==> src/hdl/amhc_pkg.sv <==
// ----------------------------------------------------------------------------
// amhc_pkg
// Shared constants, command codes and helpers for the absolute maximum
// histogram collector and its quotient unit.
// ----------------------------------------------------------------------------
package amhc_pkg;

    localparam int BIN_COUNT_DEF    = 2048;
    localparam int TENSOR_COUNT_DEF = 16;

    localparam logic [1:0] CMD_UPD_MAX  = 2'd0;
    localparam logic [1:0] CMD_ADD_HIST = 2'd1;
    localparam logic [1:0] CMD_RD_BIN   = 2'd2;
    localparam logic [1:0] CMD_RD_MAX   = 2'd3;

    localparam logic       KIND_BIN = 1'b0;
    localparam logic       KIND_MAX = 1'b1;

    localparam logic [30:0] MAG_MAX = 31'h7FFF_FFFF;
    localparam logic [31:0] CNT_MAX = 32'hFFFF_FFFF;

    // Request to the quotient unit: start pulse, magnitude and divisor
    typedef struct packed {
        logic        start;
        logic [30:0] mag;
        logic [30:0] mx;
    } div_req_t;

    // Magnitude of a signed Q16.16 sample, most negative value saturated
    function automatic logic [30:0] magnitude_of(input logic [31:0] v);
        logic [31:0] m;
        m = ~v + 32'd1;
        if (!v[31]) begin
            return v[30:0];
        end
        if (m[31]) begin
            return MAG_MAX;
        end
        return m[30:0];
    endfunction

endpackage

==> src/hdl/amhc_div.sv <==
// ----------------------------------------------------------------------------
// amhc_div
// Bin quotient unit: floor(mag * BIN_COUNT / mx) for mag below mx, a
// multiply step and then one quotient bit per cycle.
// ----------------------------------------------------------------------------
module amhc_div
    import amhc_pkg::*;
#(
    parameter int BIN_COUNT = BIN_COUNT_DEF,
    parameter int QW        = $clog2(BIN_COUNT)
) (
    input  logic          aclk,
    input  logic          aresetn,
    input  div_req_t      req,
    output logic          done,
    output logic [QW-1:0] quot
);

    localparam int NW = 31 + QW;
    localparam int CW = $clog2(QW + 1);

    localparam logic [1:0] PH_IDLE = 2'd0;
    localparam logic [1:0] PH_MUL  = 2'd1;
    localparam logic [1:0] PH_RUN  = 2'd2;

    logic [1:0]    phase_reg, phase_next;
    logic [30:0]   mag_reg, mag_next;
    logic [30:0]   mx_reg, mx_next;
    logic [30:0]   rem_reg, rem_next;
    logic [QW-1:0] shf_reg, shf_next;
    logic [QW-1:0] q_reg, q_next;
    logic [CW-1:0] cnt_reg, cnt_next;
    logic          done_reg, done_next;

    logic [NW-1:0] num;
    logic [31:0]   trial;
    logic          ge;

    // Scaled numerator and one restoring step
    assign num   = NW'(mag_reg) * NW'(BIN_COUNT);
    assign trial = {rem_reg, shf_reg[QW-1]};
    assign ge    = trial >= {1'b0, mx_reg};

    // Sequence multiply, then QW quotient steps
    always_comb begin
        phase_next = phase_reg;
        mag_next   = mag_reg;
        mx_next    = mx_reg;
        rem_next   = rem_reg;
        shf_next   = shf_reg;
        q_next     = q_reg;
        cnt_next   = cnt_reg;
        done_next  = 1'b0;
        unique case (phase_reg)
            PH_IDLE: begin
                if (req.start) begin
                    mag_next   = req.mag;
                    mx_next    = req.mx;
                    phase_next = PH_MUL;
                end
            end
            PH_MUL: begin
                rem_next   = num[NW-1:QW];
                shf_next   = num[QW-1:0];
                cnt_next   = '0;
                phase_next = PH_RUN;
            end
            PH_RUN: begin
                rem_next = ge ? 31'(trial - {1'b0, mx_reg}) : trial[30:0];
                shf_next = QW'({shf_reg, 1'b0});
                q_next   = QW'({q_reg, ge});
                cnt_next = cnt_reg + CW'(1);
                if (cnt_reg == CW'(QW - 1)) begin
                    done_next  = 1'b1;
                    phase_next = PH_IDLE;
                end
            end
            default: begin
                phase_next = PH_IDLE;
            end
        endcase
    end

    always_ff @(posedge aclk) begin
        if (!aresetn) begin
            phase_reg <= PH_IDLE;
            done_reg  <= 1'b0;
            cnt_reg   <= '0;
        end else begin
            phase_reg <= phase_next;
            done_reg  <= done_next;
            cnt_reg   <= cnt_next;
        end
        mag_reg <= mag_next;
        mx_reg  <= mx_next;
        rem_reg <= rem_next;
        shf_reg <= shf_next;
        q_reg   <= q_next;
    end

    assign done = done_reg;
    assign quot = q_reg;

    // Remainder stays below the divisor while running
    a_rem_below: assert property (@(posedge aclk) disable iff (!aresetn)
        (phase_reg == PH_RUN) |-> (rem_reg < mx_reg))
        else $error("quotient remainder not below divisor");

    // Done follows only a run step
    a_done_src: assert property (@(posedge aclk) disable iff (!aresetn)
        done_reg |-> $past(phase_reg) == PH_RUN)
        else $error("done without a quotient step");

    // A start in the idle phase leads to the multiply phase
    a_start_mul: assert property (@(posedge aclk) disable iff (!aresetn)
        (phase_reg == PH_IDLE && req.start) |=> (phase_reg == PH_MUL))
        else $error("start not taken");

endmodule

==> config.mk <==
export PLATFORM = sky130hd
export DESIGN_NAME = amhc_div
export DESIGN_NICKNAME = d
export VERILOG_FILES = /design/src/hdl/amhc_pkg.sv /design/src/hdl/amhc_div.sv
export SDC_FILE = /design/constraint.sdc
export NUM_CORES = 1
export LEC_CHECK = 0
export ABC_CLOCK_PERIOD_IN_PS = 5100
export BUFFER_PORTS_ARGS = -buffer_cell sky130_fd_sc_hd__buf_4
export CAP_MARGIN = 20
export CORE_ASPECT_RATIO = 1.5
export CORE_MARGIN = 3
export CORE_UTILIZATION = 60
export CTS_CLUSTER_DIAMETER = 60
export DETAILED_ROUTE_END_ITERATION = 16
export GPL_ROUTABILITY_DRIVEN = 0
export PLACE_DENSITY = 0.91
export SLEW_MARGIN = 30
export SYNTH_ARGS = -nofsm -noshare
export SYNTH_HDL_FRONTEND = slang
export SYNTH_SLANG_ARGS = --single-unit
==> constraint.sdc <==
create_clock -name aclk -period 5.1 [get_ports aclk]
set_input_delay 0.51 -clock aclk [delete_from_list [all_inputs] [get_ports aclk]]
set_output_delay 0.51 -clock aclk [all_outputs]
set_load 0.01 [all_outputs]
Word level (Yosys, flattened, before mapping)
Index checks and enable logic that the tools add are counted.
{"block": "word_totals", "wordCells": 29, "input_bits": 65, "latchBits": 0, "rom_bits": 0, "output_inout_bits": 12, "mem_count": 0, "reg_bits": 122, "ram_bits": 0}
{"block": "classes", "muxes": 8, "n_eq_ne": 5, "n_div": 0, "n_mul": 0, "reduce_logical": 5, "add_sub_neg": 2, "magnitude_cmp": 1, "bitwise": 0, "shifts": 0}
{"operator": "one-hot mux 31 bit (2 select lines)", "count": 1}
{"operator": ">= comparator 32 x 31 -> 1 bit", "count": 1}
{"operator": "2-to-1 mux 31 bit", "count": 1}
{"operator": "subtractor 31 bit", "count": 1}
{"operator": "one-hot mux 11 bit (2 select lines)", "count": 1}
{"operator": "one-hot mux 4 bit (2 select lines)", "count": 1}
{"operator": "one-hot mux 2 bit (3 select lines)", "count": 1}
{"operator": "AND reduction 2 bit", "count": 3}
{"operator": "adder 4 x 1 -> 4 bit, second input constant", "count": 1}
{"operator": "equality test 4 bit, second input constant", "count": 1}
{"operator": "2-to-1 mux 2 bit", "count": 2}
{"operator": "!= test 2 bit, second input constant", "count": 2}
{"operator": "equality test 2 x 1 -> 1 bit, second input constant", "count": 1}
{"operator": "equality test 2 bit, second input constant", "count": 1}
{"operator": "zero test 2 bit", "count": 1}
{"operator": "nonzero test 2 bit", "count": 1}
{"operator": "2-to-1 mux 1 bit", "count": 1}

Logic depth before layout (Yosys ltp)
{"block": "logic_depth", "depth_word": 3, "depth_mapped": 13, "ltp_nobuf": 11}

Worst setup path before layout
OpenSTA, ideal clock, no wires.
{"block": "synth_path", "path_kind": "register -> register", "start": "register rem_reg[21]", "end": "register rem_reg[27], data pin", "path_stages_with_launch": 12, "setup_time_ps": 259, "n_path_buf": 2, "t_required_ps": 4841, "period_less_slack_ps": 2689, "arrival_time_ps": 2430, "path_slack_ps": 2411, "path_cell_list": "edfxtp_1 -> ha_1 -> and3_1 -> clkbuf_1 -> a21o_1 -> a311o_1 -> nor3_2 -> o31ai_4 -> buf_6 -> nand3_1 -> mux2i_1 -> a211o_1"}
{"block": "synth_via", "elab_chain_cells": 3, "word_cells_on_any_way": 4, "cone_classes": "add/sub: 1; order compare: 1; mux: 2"}
{"item": "start, declared", "line_no": "amhc_div.sv:29", "rtl": "logic [30:0] rem_reg, rem_next;"}
{"item": "start signal, assigned", "line_no": "amhc_div.sv:96", "rtl": "rem_reg <= rem_next;"}
{"item": "subtractor 31 bit or >= comparator 32 x 31 -> 1 bit (tied branches)", "line_no": "amhc_div.sv:69, amhc_div.sv:42"}
{"item": "2-to-1 mux 31 bit *", "line_no": "amhc_div.sv:69", "rtl": "rem_next = ge ? 31'(trial - {1'b0, mx_reg}) : trial[30:0];"}
{"item": "one-hot mux 31 bit (2 select lines) *", "line_no": "amhc_div.sv:54", "rtl": "unique case (phase_reg)"}
{"item": "net rem_next[27]", "line_no": "amhc_div.sv:29"}
The timed path passes the listed nets; every way through them passes the cells marked *.
A chain may end at the register's enable or synchronous reset.

Worst setup path after layout
{"block": "layout_path", "start": "register rem_reg[6]", "end": "register rem_reg[27], data pin"}
Same word-level chain as after synthesis.

==> Implementation_results.wiki <==
{| class="wikitable"
! Metric !! Value
|-
| P_leak || approximately 2.8 nW
|-
| Number of synthesized register bits || between 100 and 150
|-
| Data required time at the worst endpoint || between 5 and 6 ns
|-
| Final hold slack || ~0.32 ns
|-
| Area growth from synthesis to layout || 16.4%
|-
| Number of buffers added for setup after CTS || 0
|-
| Worst-skew pair later-pin latency || roughly 0.36 ns
|-
| Die Y-Extent || 128 um
|-
| Starting Density || a little over three fifths
|-
| Maximum fanout along the worst path || 40
|-
| TritonCTS clock tree || done
|-
| Final period demand of the worst path || 3.43 ns
|-
| Antenna violations before repair || 0
|-
| Setup-failing EPs final || 0
|-
| Number of instances in the synthesized netlist || 539
|-
| Met3 demand-to-capacity share in global routing || 4.77%
|-
| Headroom to the max-slew limit || approximately half
|-
| Synth top area share || 52.8%
|-
| Hold-fix buffers, CTS || 0
|-
| Hold violation count in the final report || 0
|-
| Kind of end point of the critical path || register
|-
| Number of sinks on the clock net || approximately 110
|-
| CTS H-tree depth || 3
|-
| Setup TNS after final layout || 0 ns
|-
| DRT Pass-1 Iters || 5
|-
| Synthesis Warnings || 0
|-
| Maximum number of pins on one net before global-route repair || 75
|-
| DRC violation total after the first TritonRoute iteration || 401
|-
| Synth top area cells || sky130_fd_sc_hd__edfxtp_1 53%, sky130_fd_sc_hd__ha_1 7.8%, sky130_fd_sc_hd__nand2_1 4.4%
|-
| Sum of overflow across all layers after global routing || 0
|-
| Yosys top cell by area || sky130_fd_sc_hd__edfxtp_1
|-
| Avg Inst Size Synth || 11.0 um2
|-
| Maximum vdd ir drop || 378 uV
|-
| Worst Path Class, Setup || register to register
|-
| Net count of the mapped netlist || between 600 and 700
|-
| Total of max-cap violations || 0
|-
| Most instantiated cells after synthesis || 104 x sky130_fd_sc_hd__edfxtp_1, 69 x sky130_fd_sc_hd__nand2_1, 42 x sky130_fd_sc_hd__nor2_1, 38 x sky130_fd_sc_hd__a21oi_1, 38 x sky130_fd_sc_hd__inv_1
|-
| Class of the worst hold path || primary input to register
|-
| Number of global-route vias before repair || about 4,500
|-
| Total power divided by cell area || 500 nW/um2
|-
| Post-synthesis instance area || ~5900 um2
|-
| Crit start category || register
|-
| Max-slew violation total from the final report || 0
|-
| Count of buffers inserted at the top-level ports || between 70 and 80
|-
| Number of buffers between clock root and the deepest sink || 2
|-
| Post-detailed-route count of antenna-violating nets || 0
|-
| Part of the cycle the worst path needs || 67.2%
|-
| Die X || 87.1 um
|-
| All-Layer GR Usage || 23.4%
|-
| Count of flip-flops with a built-in enable after synthesis || approximately 100
|-
| Result of the run || complete, no violations
|-
| Clock root buffer master || sky130_fd_sc_hd__clkbuf_16
|-
| Total Wirelength || 12,600 um
|-
| Async set-or-reset flop fraction in the synthesized netlist || 0%
|-
| Core area || 9420 um2
|-
| Maximum operating frequency || between 0.2 and 0.3 GHz
|-
| Global-route wire length before repair || 20,400 um
|-
| Vias per inst || 6.16
|-
| Part of the Yosys area used for sequential elements || 55.2%
|-
| TritonCTS buffer count || 9
|-
| Count of antenna diodes in the layout || 0
|-
| Vias post-DR || 4,489
|-
| Placed wire-length estimate after detailed placement || 8560 um
|-
| DR DRC count || 0
|-
| Data arrival at the endpoint of the critical path || 3.54 ns
|-
| Die area || 11,100 um2
|-
| Busiest layer in global routing || met2
|-
| # rows || 43
|-
| Flip-flop cell with the highest count after synthesis || sky130_fd_sc_hd__edfxtp_1
|-
| Most frequent cell after synthesis || sky130_fd_sc_hd__edfxtp_1
|-
| Met1 routing resource usage after global routing || 26.9%
|-
| Boundary Pins || between 70 and 80
|-
| Clock skew || 0.00781 ns
|-
| Synth cell types || 53
|-
| Worst-Margin Slew || 0.779 ns
|-
| GR met2 Demand/Resource || 41.0%
|-
| CTS resizes || 0
|-
| Proportion of layout cells with a drive suffix above 1 || 17.7%
|-
| WL/cell || 17.3 um
|-
| Layout Nets || 715
|-
| Clock slew at the register clock pins of the worst setup and hold paths || 0.07 ns
|-
| RSZ-0062 raised after global routing || false
|}
-- cells by family after synthesis --
logic type / after synthesis / share of synthesized area (%)
fa+ha+maj: 38 / 8.16
mux: 5 / 0.846
flops: 111 / 55.2
xor+xnor: 22 / 3.26
compound gates: 127 / 14.3
simple gates: 179 / 14.3
buf+inv: 57 / 4.00
-- metrics by stage --
step / worst slack (ns) / util (%) / total power [mW] / cell area (um2) / std cells
after floorplan: 2.41 / - / 2.36 / 5920 / 539
after global routing: 1.55 / 73.1 / 3.64 / 6890 / 729
final: 1.67 / 73.1 / 3.44 / 6890 / 729
after global placement: 1.93 / 69.8 / 2.61 / 6570 / 713
after detailed placement: 1.78 / 69.8 / 2.68 / 6570 / 713
after CTS: 1.74 / 73.1 / 3.42 / 6890 / 729
-- worst max-delay path, stage by stage, from the launching register on --
cell and delay [ns]:
sky130_fd_sc_hd__edfxtp_1 0.44, sky130_fd_sc_hd__ha_1 0.40, sky130_fd_sc_hd__and3_1 0.23, sky130_fd_sc_hd__nand4_1 0.12, sky130_fd_sc_hd__or4_1 0.57, sky130_fd_sc_hd__nor3_2 0.15
sky130_fd_sc_hd__nor3_2 0.08, sky130_fd_sc_hd__o31ai_4 0.05, sky130_fd_sc_hd__buf_4 0.43, sky130_fd_sc_hd__inv_4 0.22, sky130_fd_sc_hd__and3_1 0.25, sky130_fd_sc_hd__a211o_1 0.22
-- area by class of cell --
class	count	area (um2)
timing repair buffer	80	601
multi-input combinational	371	2420
fill	603	2530
clock buffer	10	239
tap	112	140
sequential	111	3260
clock inverter	6	75.1
inverter	39	149
-- metal layers --
layer  part of all wire [%]  vias up
li1                       -     2120
met1                     38     2154
met2                     54      180
met3                    5.7       35
met4                    2.6        0
met5                      0        -
-- layout by cell type (no fill, tap or decap), types with 3 or more instances in the layout --
| cell | Yosys | final |
|---|---|---|
| sky130_fd_sc_hd__nand2_1 | 69 | 69 |
| sky130_fd_sc_hd__ha_1 | 37 | 36 |
| sky130_fd_sc_hd__nor2b_1 | 13 | 13 |
| sky130_fd_sc_hd__buf_4 | 2 | 80 |
| sky130_fd_sc_hd__inv_1 | 38 | 38 |
| sky130_fd_sc_hd__o211ai_1 | 6 | 6 |
| sky130_fd_sc_hd__nand4_1 | 6 | 6 |
| sky130_fd_sc_hd__nand3_1 | 12 | 12 |
| sky130_fd_sc_hd__a21oi_1 | 38 | 38 |
| sky130_fd_sc_hd__xnor2_1 | 12 | 12 |
| sky130_fd_sc_hd__mux2i_1 | 5 | 5 |
| sky130_fd_sc_hd__edfxtp_1 | 104 | 104 |
| sky130_fd_sc_hd__or3_1 | 3 | 3 |
| sky130_fd_sc_hd__o21ai_0 | 18 | 18 |
| sky130_fd_sc_hd__nand3b_1 | 7 | 7 |
| sky130_fd_sc_hd__o21bai_1 | 4 | 4 |
| sky130_fd_sc_hd__and2_1 | 4 | 3 |
| sky130_fd_sc_hd__a31oi_1 | 24 | 24 |
| sky130_fd_sc_hd__a211oi_1 | 3 | 3 |
| sky130_fd_sc_hd__a21o_1 | 11 | 11 |
| sky130_fd_sc_hd__clkbuf_16 | 0 | 9 |
| sky130_fd_sc_hd__nor2_1 | 42 | 42 |
| sky130_fd_sc_hd__and3_1 | 7 | 7 |
| sky130_fd_sc_hd__nor3_1 | 6 | 6 |
| sky130_fd_sc_hd__dfxtp_1 | 7 | 7 |
| sky130_fd_sc_hd__xor2_1 | 10 | 10 |
| sky130_fd_sc_hd__a211o_1 | 5 | 5 |
-- report_power, final --
group | internal [mW] | switching, mW | leakage, nW
clock network | 0.402 | 0.329 | 0.152
registers | 1.23 | 0.0735 | 1.04
logic | 0.530 | 0.879 | 1.63
-- final timing paths --
| kind | from | endpoint | slack, ns | cells after the start |
|---|---|---|---|---|
| hold reg to reg | quot[4]$_DFFE_PP_ | quot[5]$_DFFE_PP_ | 0.46 | 0 |
| setup / recovery | rem_reg[6]$_DFFE_PP_ | rem_reg[27]$_DFFE_PP_ | 1.67 | 11 |
| setup reg to reg | rem_reg[6]$_DFFE_PP_ | rem_reg[27]$_DFFE_PP_ | 1.67 | 11 |
| hold / removal | req[49] | mag_reg[18]$_DFFE_PP_ | 0.32 | 1 |
Power figures use the tool's default switching activity.
